<file path="src/rtl/sol_pkg.sv">
// shared types and constants for the sorted offset lower-bound search block
// no dependencies; used by every other file of the block except sol_ram
`default_nettype none

package sol_pkg;

    // field widths
    localparam int VALUE_W  = 64;
    localparam int TARGET_W = VALUE_W + 1;
    localparam int OFFSET_W = 32;
    localparam int POS_W    = 11;
    localparam int OP_W     = 2;

    // command queue between front and back
    localparam int QUEUE_DEPTH = 4;
    localparam int QADDR_W     = $clog2(QUEUE_DEPTH);
    localparam int QFILL_W     = $clog2(QUEUE_DEPTH + 1);

    // operation codes
    localparam logic [OP_W-1:0] OP_APPEND  = 2'd0;
    localparam logic [OP_W-1:0] OP_QUERY   = 2'd1;
    localparam logic [OP_W-1:0] OP_RESTART = 2'd2;

    // classified command: append value or query target, sign extended
    typedef struct packed {
        logic [OP_W-1:0]     op;
        logic [TARGET_W-1:0] data;
    } t_cmd;

endpackage

`default_nettype wire

</file>
<file path="src/rtl/sol_item_if.sv">
// request channel carrying one operation and value per request
// depends on sol_pkg for field widths
`default_nettype none

interface sol_item_if;
    logic                        valid;
    logic                        ready;
    logic [sol_pkg::OP_W-1:0]    operation;
    logic [sol_pkg::VALUE_W-1:0] value;

    modport source (output valid, output operation, output value, input ready);
    modport sink   (input valid, input operation, input value, output ready);
endinterface

`default_nettype wire

</file>
<file path="src/rtl/sol_front.sv">
// front end: accepts requests, forms query targets, queues commands in order
// depends on sol_pkg and sol_item_if
`default_nettype none

module sol_front (
    input  wire                          i_clk,
    input  wire                          i_rst_n,
    sol_item_if.sink                     i_item,
    input  wire  [sol_pkg::OFFSET_W-1:0] i_offset,
    output logic                         o_cmd_valid,
    output sol_pkg::t_cmd                o_cmd,
    input  wire                          i_cmd_pop
);

    sol_pkg::t_cmd                  r_queue [sol_pkg::QUEUE_DEPTH];
    logic [sol_pkg::QADDR_W-1:0]    r_head;
    logic [sol_pkg::QADDR_W-1:0]    r_tail;
    logic [sol_pkg::QFILL_W-1:0]    r_fill;
    logic [sol_pkg::TARGET_W-1:0]   w_value_ext;
    logic [sol_pkg::TARGET_W-1:0]   w_offset_ext;
    sol_pkg::t_cmd                  w_cmd;
    logic                           w_accept;
    logic                           w_push;
    logic                           w_pop;

    // target is value plus offset in 65 bits, so it never wraps
    assign w_value_ext  = {i_item.value[sol_pkg::VALUE_W-1], i_item.value};
    assign w_offset_ext = {{(sol_pkg::TARGET_W - sol_pkg::OFFSET_W){i_offset[sol_pkg::OFFSET_W-1]}},
                           i_offset};

    always_comb begin
        w_cmd.op   = i_item.operation;
        w_cmd.data = (i_item.operation == sol_pkg::OP_QUERY) ? (w_value_ext + w_offset_ext)
                                                             : w_value_ext;
    end

    // unused operation code is accepted and discarded
    assign i_item.ready = (r_fill != sol_pkg::QFILL_W'(sol_pkg::QUEUE_DEPTH));
    assign w_accept     = i_item.valid && i_item.ready;
    assign w_push       = w_accept && (i_item.operation == sol_pkg::OP_APPEND ||
                                       i_item.operation == sol_pkg::OP_QUERY  ||
                                       i_item.operation == sol_pkg::OP_RESTART);
    assign w_pop        = i_cmd_pop && o_cmd_valid;

    assign o_cmd_valid = (r_fill != '0);
    assign o_cmd       = r_queue[r_head];

    // queue storage
    always_ff @(posedge i_clk) begin
        if (w_push) begin
            r_queue[r_tail] <= w_cmd;
        end
    end

    // queue pointers
    always_ff @(posedge i_clk) begin
        if (!i_rst_n) begin
            r_head <= '0;
            r_tail <= '0;
            r_fill <= '0;
        end else begin
            if (w_push) begin
                r_tail <= r_tail + 1'b1;
            end
            if (w_pop) begin
                r_head <= r_head + 1'b1;
            end
            if (w_push && !w_pop) begin
                r_fill <= r_fill + 1'b1;
            end else if (w_pop && !w_push) begin
                r_fill <= r_fill - 1'b1;
            end
        end
    end

endmodule

`default_nettype wire

</file>
<file path="src/flat_wrapper.sv">
// flat-port wrapper written by rule: the top's interface ports become plain ports
module sol_front_flat 
  (i_clk, i_rst_n, i_offset, o_cmd_valid, o_cmd, i_cmd_pop, i_item_valid, i_item_operation, i_item_value, i_item_ready);
  sol_item_if i_item_i ();
  input  wire i_clk;
  input  wire i_rst_n;
  input  wire  [sol_pkg::OFFSET_W-1:0] i_offset;
  output logic o_cmd_valid;
  output sol_pkg::t_cmd o_cmd;
  input  wire i_cmd_pop;
  input wire logic [$bits(i_item_i.valid)-1:0] i_item_valid;
  input wire logic [$bits(i_item_i.operation)-1:0] i_item_operation;
  input wire logic [$bits(i_item_i.value)-1:0] i_item_value;
  output wire logic [$bits(i_item_i.ready)-1:0] i_item_ready;
  assign i_item_i.valid = i_item_valid;
  assign i_item_i.operation = i_item_operation;
  assign i_item_i.value = i_item_value;
  assign i_item_ready = i_item_i.ready;
  sol_front u_core (.i_clk(i_clk), .i_rst_n(i_rst_n), .i_item(i_item_i), .i_offset(i_offset), .o_cmd_valid(o_cmd_valid), .o_cmd(o_cmd), .i_cmd_pop(i_cmd_pop));
endmodule
</file>
<file path="config.mk">
export PLATFORM = sky130hd
export DESIGN_NAME = sol_front_flat
export DESIGN_NICKNAME = d
export VERILOG_FILES = /design/src/rtl/sol_pkg.sv /design/src/rtl/sol_item_if.sv /design/src/rtl/sol_front.sv /design/src/flat_wrapper.sv
export SDC_FILE = /design/constraint.sdc
export NUM_CORES = 1
export LEC_CHECK = 0
export BUFFER_PORTS_ARGS = -buffer_cell sky130_fd_sc_hd__buf_2
export CORE_MARGIN = 2
export CORE_UTILIZATION = 26
export CTS_BUF_LIST = sky130_fd_sc_hd__clkbuf_4 sky130_fd_sc_hd__clkbuf_8
export CTS_CLUSTER_SIZE = 30
export DETAILED_ROUTE_END_ITERATION = 10
export GPL_TIMING_DRIVEN = 0
export SYNTH_ARGS = -nofsm -noshare
export SYNTH_HDL_FRONTEND = slang
export SYNTH_SLANG_ARGS = --single-unit
</file>
<file path="constraint.sdc">
create_clock -name i_clk -period 7.4 [get_ports i_clk]
set_input_delay 0.37 -clock i_clk [delete_from_list [all_inputs] [get_ports i_clk]]
set_output_delay 0.37 -clock i_clk [all_outputs]
set_load 0.01 [all_outputs]
</file>
* Word level (Yosys, flattened, before mapping)
Memory sizes are Yosys's and may differ from the RTL's. A register that Yosys moved wholly into a read port is not among the register bits.
Index checks and enable logic that the tools add are counted.
** Storage, ports and cells
- Flip-flop bits (word level) :: 7
- Bits in writable memories :: 268
- Input port bits :: 102
- Logic and storage cells :: 31
- Memories :: 1
** Memories
- u_core.r_queue :: depth 4, bits a word 67, rd ports 1, clocked after memory_dff 1, wr ports 1, line sol_front.sv:15 : sol_pkg::t_cmd r_queue [sol_pkg::QUEUE_DEPTH];
** Cells by class
- Add/sub/neg operators :: 5
- Eq/ne operators :: 3
- Muxes and demuxes :: 7
- Reduce and logical (&&, ||, !) cells :: 12
** Operators with widths (number)
- 64-bit by 32-bit adder with 65-bit output :: 1
- 65-bit 2-to-1 mux :: 1
- 3-bit 2-to-1 mux :: 2
- 1-bit logical AND :: 5
- 2-bit by 1-bit adder with 2-bit output, second input constant :: 2
- 2-bit 2-to-1 mux :: 2
- 3-bit by 1-bit adder with 3-bit output, second input constant :: 1
- 3-bit inequality test, second input constant :: 1
- 3-bit nonzero test :: 1
- 3-bit by 1-bit subtractor with 3-bit output, second input constant :: 1
- 2-bit by 1-bit == test with 1-bit output, second input constant :: 1
- 2-bit == test, second input constant :: 1
- 1-bit zero test :: 2
- 2-bit zero test :: 1
- 1-bit logical OR :: 2
- 1-bit 2-to-1 mux :: 2
- 2-bit nonzero test :: 1

* Logic depth before layout (Yosys ltp)
- Depth in word-level cells :: 8
- Depth in mapped cells :: 11
- Mapped depth without buffers :: 11

* Least setup slack after synthesis
No wires, ideal clock.
- Path type :: register -> register
- Start point :: reg u_core.r_fill[0] (netlist bit)
- End point :: mem u_core.r_queue[0][0] (netlist bit), enable pin
- Setup time :: 432 ps
- Data arrival time :: 2540 ps
- Required time :: 6968 ps
- Path slack :: 4427 ps
- Stages on the path, launching flop included :: 6
- Path buffers :: 1
- Period minus slack after synthesis :: 2973 ps
- Cells stage by stage :: dfxtp_1 > nor2_1 > nand2_1 > and3_1 > clkbuf_1 > and2_1
** Between the ends
- Cells in the longest elaborated chain, start to end :: 5
** Ends and longest elaborated chain
- from (decl) :: line sol_front.sv:18 : logic [sol_pkg::QFILL_W-1:0] r_fill;
- from (signal assigned) :: line sol_front.sv:69 : r_fill <= r_fill + 1'b1;
- from (signal assigned) :: line sol_front.sv:71 : r_fill <= r_fill - 1'b1;
- 3-bit inequality test :: line sol_front.sv:38 : assign i_item.ready = (r_fill != sol_pkg::QFILL_W'(sol_pkg::QUEUE_DEPTH));
- named net i_item_ready :: line flat_wrapper.sv:14 : output wire logic [$bits(i_item_i.ready)-1:0] i_item_ready;
- 1-bit logical AND :: line sol_front.sv:39 : assign w_accept = i_item.valid && i_item.ready;
- 1-bit logical AND :: line sol_front.sv:40 : assign w_push = w_accept && (i_item.operation == sol_pkg::OP_APPEND ||
- named net u_core.w_push :: line sol_front.sv:23 : logic w_push;
- 1-bit 2-to-1 mux :: line sol_front.sv:50 : if (w_push) begin
- 1-bit 2-to-1 mux (not written as such) :: line sol_front.sv:51 : r_queue[r_tail] <= w_cmd;
- to (decl) :: line sol_front.sv:15
The timed path passes the listed nets, and every way through them passes these cells.

==> metrics.txt <==
Final HPWL DP=30500 um; Netlist Area Pre-Place=14700 um2; row count=87; Simple-Gate Fraction of Synth Area=8.95%; EDFF count, synth=268; final hold vios=0; drt first pass iters=5; status=finished clean; PostCTS Resize Cnt=0; setup bufs post-CTS=0; net count after synthesis=1285; Core Box Area=56100 um2; max_slew headroom=37.6%; CP startpoint kind=register; Peak Freq=0.260 GHz; first-pass GRT wire length=60000 um; initial antenna violation count=17; largest family of logic cells by synthesized area=compound AO/OA/AOI/OAI gates; maxcap violations=0; Die Ht=241 um; Via Count=10200; power per cell area=278 nW/um2; clk_skew=15.7 ps; GRT Util Overall=13.8%; post-synth top area share=54.9%; critical path's top delay family=buffers and inverters; Synth Area in Adders=6.17%; H-tree depth=2; Syn Area/Cell=13.2 um2; largest net degree at the start of global routing=38; Clock Path Buffers=3; DRT antenna net count=0; Leak=0.00636 uW; clock root cell=clkbuf_8; vias in the first global route=10100; Synth Area in Compound Gates=12.3%; Initial DRC Count=714; Setup CP Type=reg2out; clk_lat worst skew=600 ps; die area=58300 um2; Post-Synthesis Cells=1112; Crit path top cell by count=buf_2; mux contribution to synthesized area=10.4%; fin area=17700 um2; Worst VDD drop=0.145 mV; nets@finish=1510; leading cell type in the layout, fill and taps excluded=edfxtp_1; count of cell types in the netlist=73; RSZ-0062 raised after global routing=no; Chip Width=241 um; Critical Path End Type=output pin; fin crit share=52.0%; worst-path cell chain=clkbuf_1, buf_2, buf_1, mux4_2, buf_2; Tmin final=3850 ps; Synth Register Bits=277; asr flop ratio synth=0%; initial core utilization=26.1%; Most used DFF post-synth=edfxtp_1; Worst Max-Slew Pin Slew=935 ps; RD Place Congestion=0.837; slowest cell delay on critical path=720 ps; total CTS buffers=49; routed length per placed instance=19.1 um; sequential fraction of the synthesis area=56.2%; grt ovf=0; post-synthesis xor/xnor area fraction=3.47%; residual DRC count=0; setup TNS=0 ps; largest area contributor in the netlist=edfxtp_1; Clock Sinks=277; PortBufs=170; CTS tree=yes; synth top area cells=edfxtp_1, mux4_2, ha_1; most frequent cells in the layout=edfxtp_1, buf_2, nand2_1; Routed WL=40900 um; critical path fanouts, max=10; Arr. time, crit path=3480 ps; post-DR vias/cell=4.77; Crit path required time=7030 ps; final setup fails=0; Final Max Slew Viols=0; Post-CTS Hold Buffers=0; Placed Area=16600 um2; Yosys warnings=0; share of cells above drive strength 1=26.8%; CP max-delay cell=buf_1; I/O Pins=171; Worst-path clk slew=60 ps; Critical path buffers and inverters=4; Worst Hold Class=in2reg; Syn-to-layout area delta=20.5%
-- power by group --
group | total (uW) | internal [uW] | switching (uW)
clock | 1500 | 885 | 620
sequential | 1940 | 1900 | 39.2
combinational | 1470 | 641 | 824
total | 4910 | 3430 | 1480
-- sequential cells by signal, indices dropped and copies added, names as in the netlist, named ones only --
signal and cells:
u_core.r_fill 3, u_core.r_queue 268, u_core.r_tail 2, u_core.r_head 2
-- metrics by stage --
stage          cells  hold WS [ps]  power, uW  worst slack (ps)  util [%]
3_3_place_gp    2038           491       3450              2560      29.3
6_report        2141          66.2       4910              3550      31.5
5_1_grt         2136          21.1       5190              3290      31.5
4_1_cts         2134          7.63       5000              3380      31.5
3_5_place_dp    2042           510       3470              3370      29.6
2_1_floorplan   1112           469       2930              4430         -
-- synth_stat cells, types with 12 or more instances --
library cell and number:
o21ai_0 76, a21oi_1 70, edfxtp_1 268, xor2_1 31, nand3_1 19, mux4_2 67
clkbuf_1 36, buf_2 18, nand2_1 112, nand4_1 27, xnor2_1 27, ha_1 69
o21a_1 14, o21ai_1 16, o21bai_1 12, a21o_1 29, inv_1 23, nor2_1 29
-- path summary, 6_finish.rpt --
kind / from / slack (ps) / cells past startpoint / endpoint
min: i_rst_n / 70 / 2 / u_core.r_fill[0]
max reg2reg: u_core.r_fill[0] / 5020 / 10 / u_core.r_fill[2]
max: register / 3550 / 5 / o_cmd[65]
min reg2reg: u_core.r_fill[2] / 520 / 2 / u_core.r_fill[2]
-- routing by layer --
metal / track usage [%] / share of wire (%) / vias up / wire, um
li1: - / - / 4826 / -
met5: 0 / 0.33 / - / 134
met2: 22.7 / 48 / 295 / 19500
met1: 17.5 / 43 / 4976 / 17600
met3: 4.31 / 6.8 / 86 / 2760
met4: 3.98 / 2.3 / 20 / 941
-- logic make-up (layout without fill, tap and decap cells) --
group | after synthesis | count (layout)
flip-flops | 277 | 277
other | 0 | 7
multiplexers | 69 | 69
XOR/XNOR | 58 | 58
AND/OR/NAND/NOR | 262 | 262
adder cells (fa/ha/maj) | 71 | 71
buffers and inverters | 89 | 355
AO/OA/AOI/OAI | 286 | 286
-- layout make-up --
class	count	area [um2]
Clock buffer	71	852
Buffer	66	289
Fill cell	5619	38400
Inverter	23	86.3
Antenna cell	7	17.5
Multi-Input combinational cell	746	6060
Sequential cell	277	8230
Tap cell	756	946
Timing Repair Buffer	174	961
Clock inverter	21	214
Power figures use the tool's default switching activity.
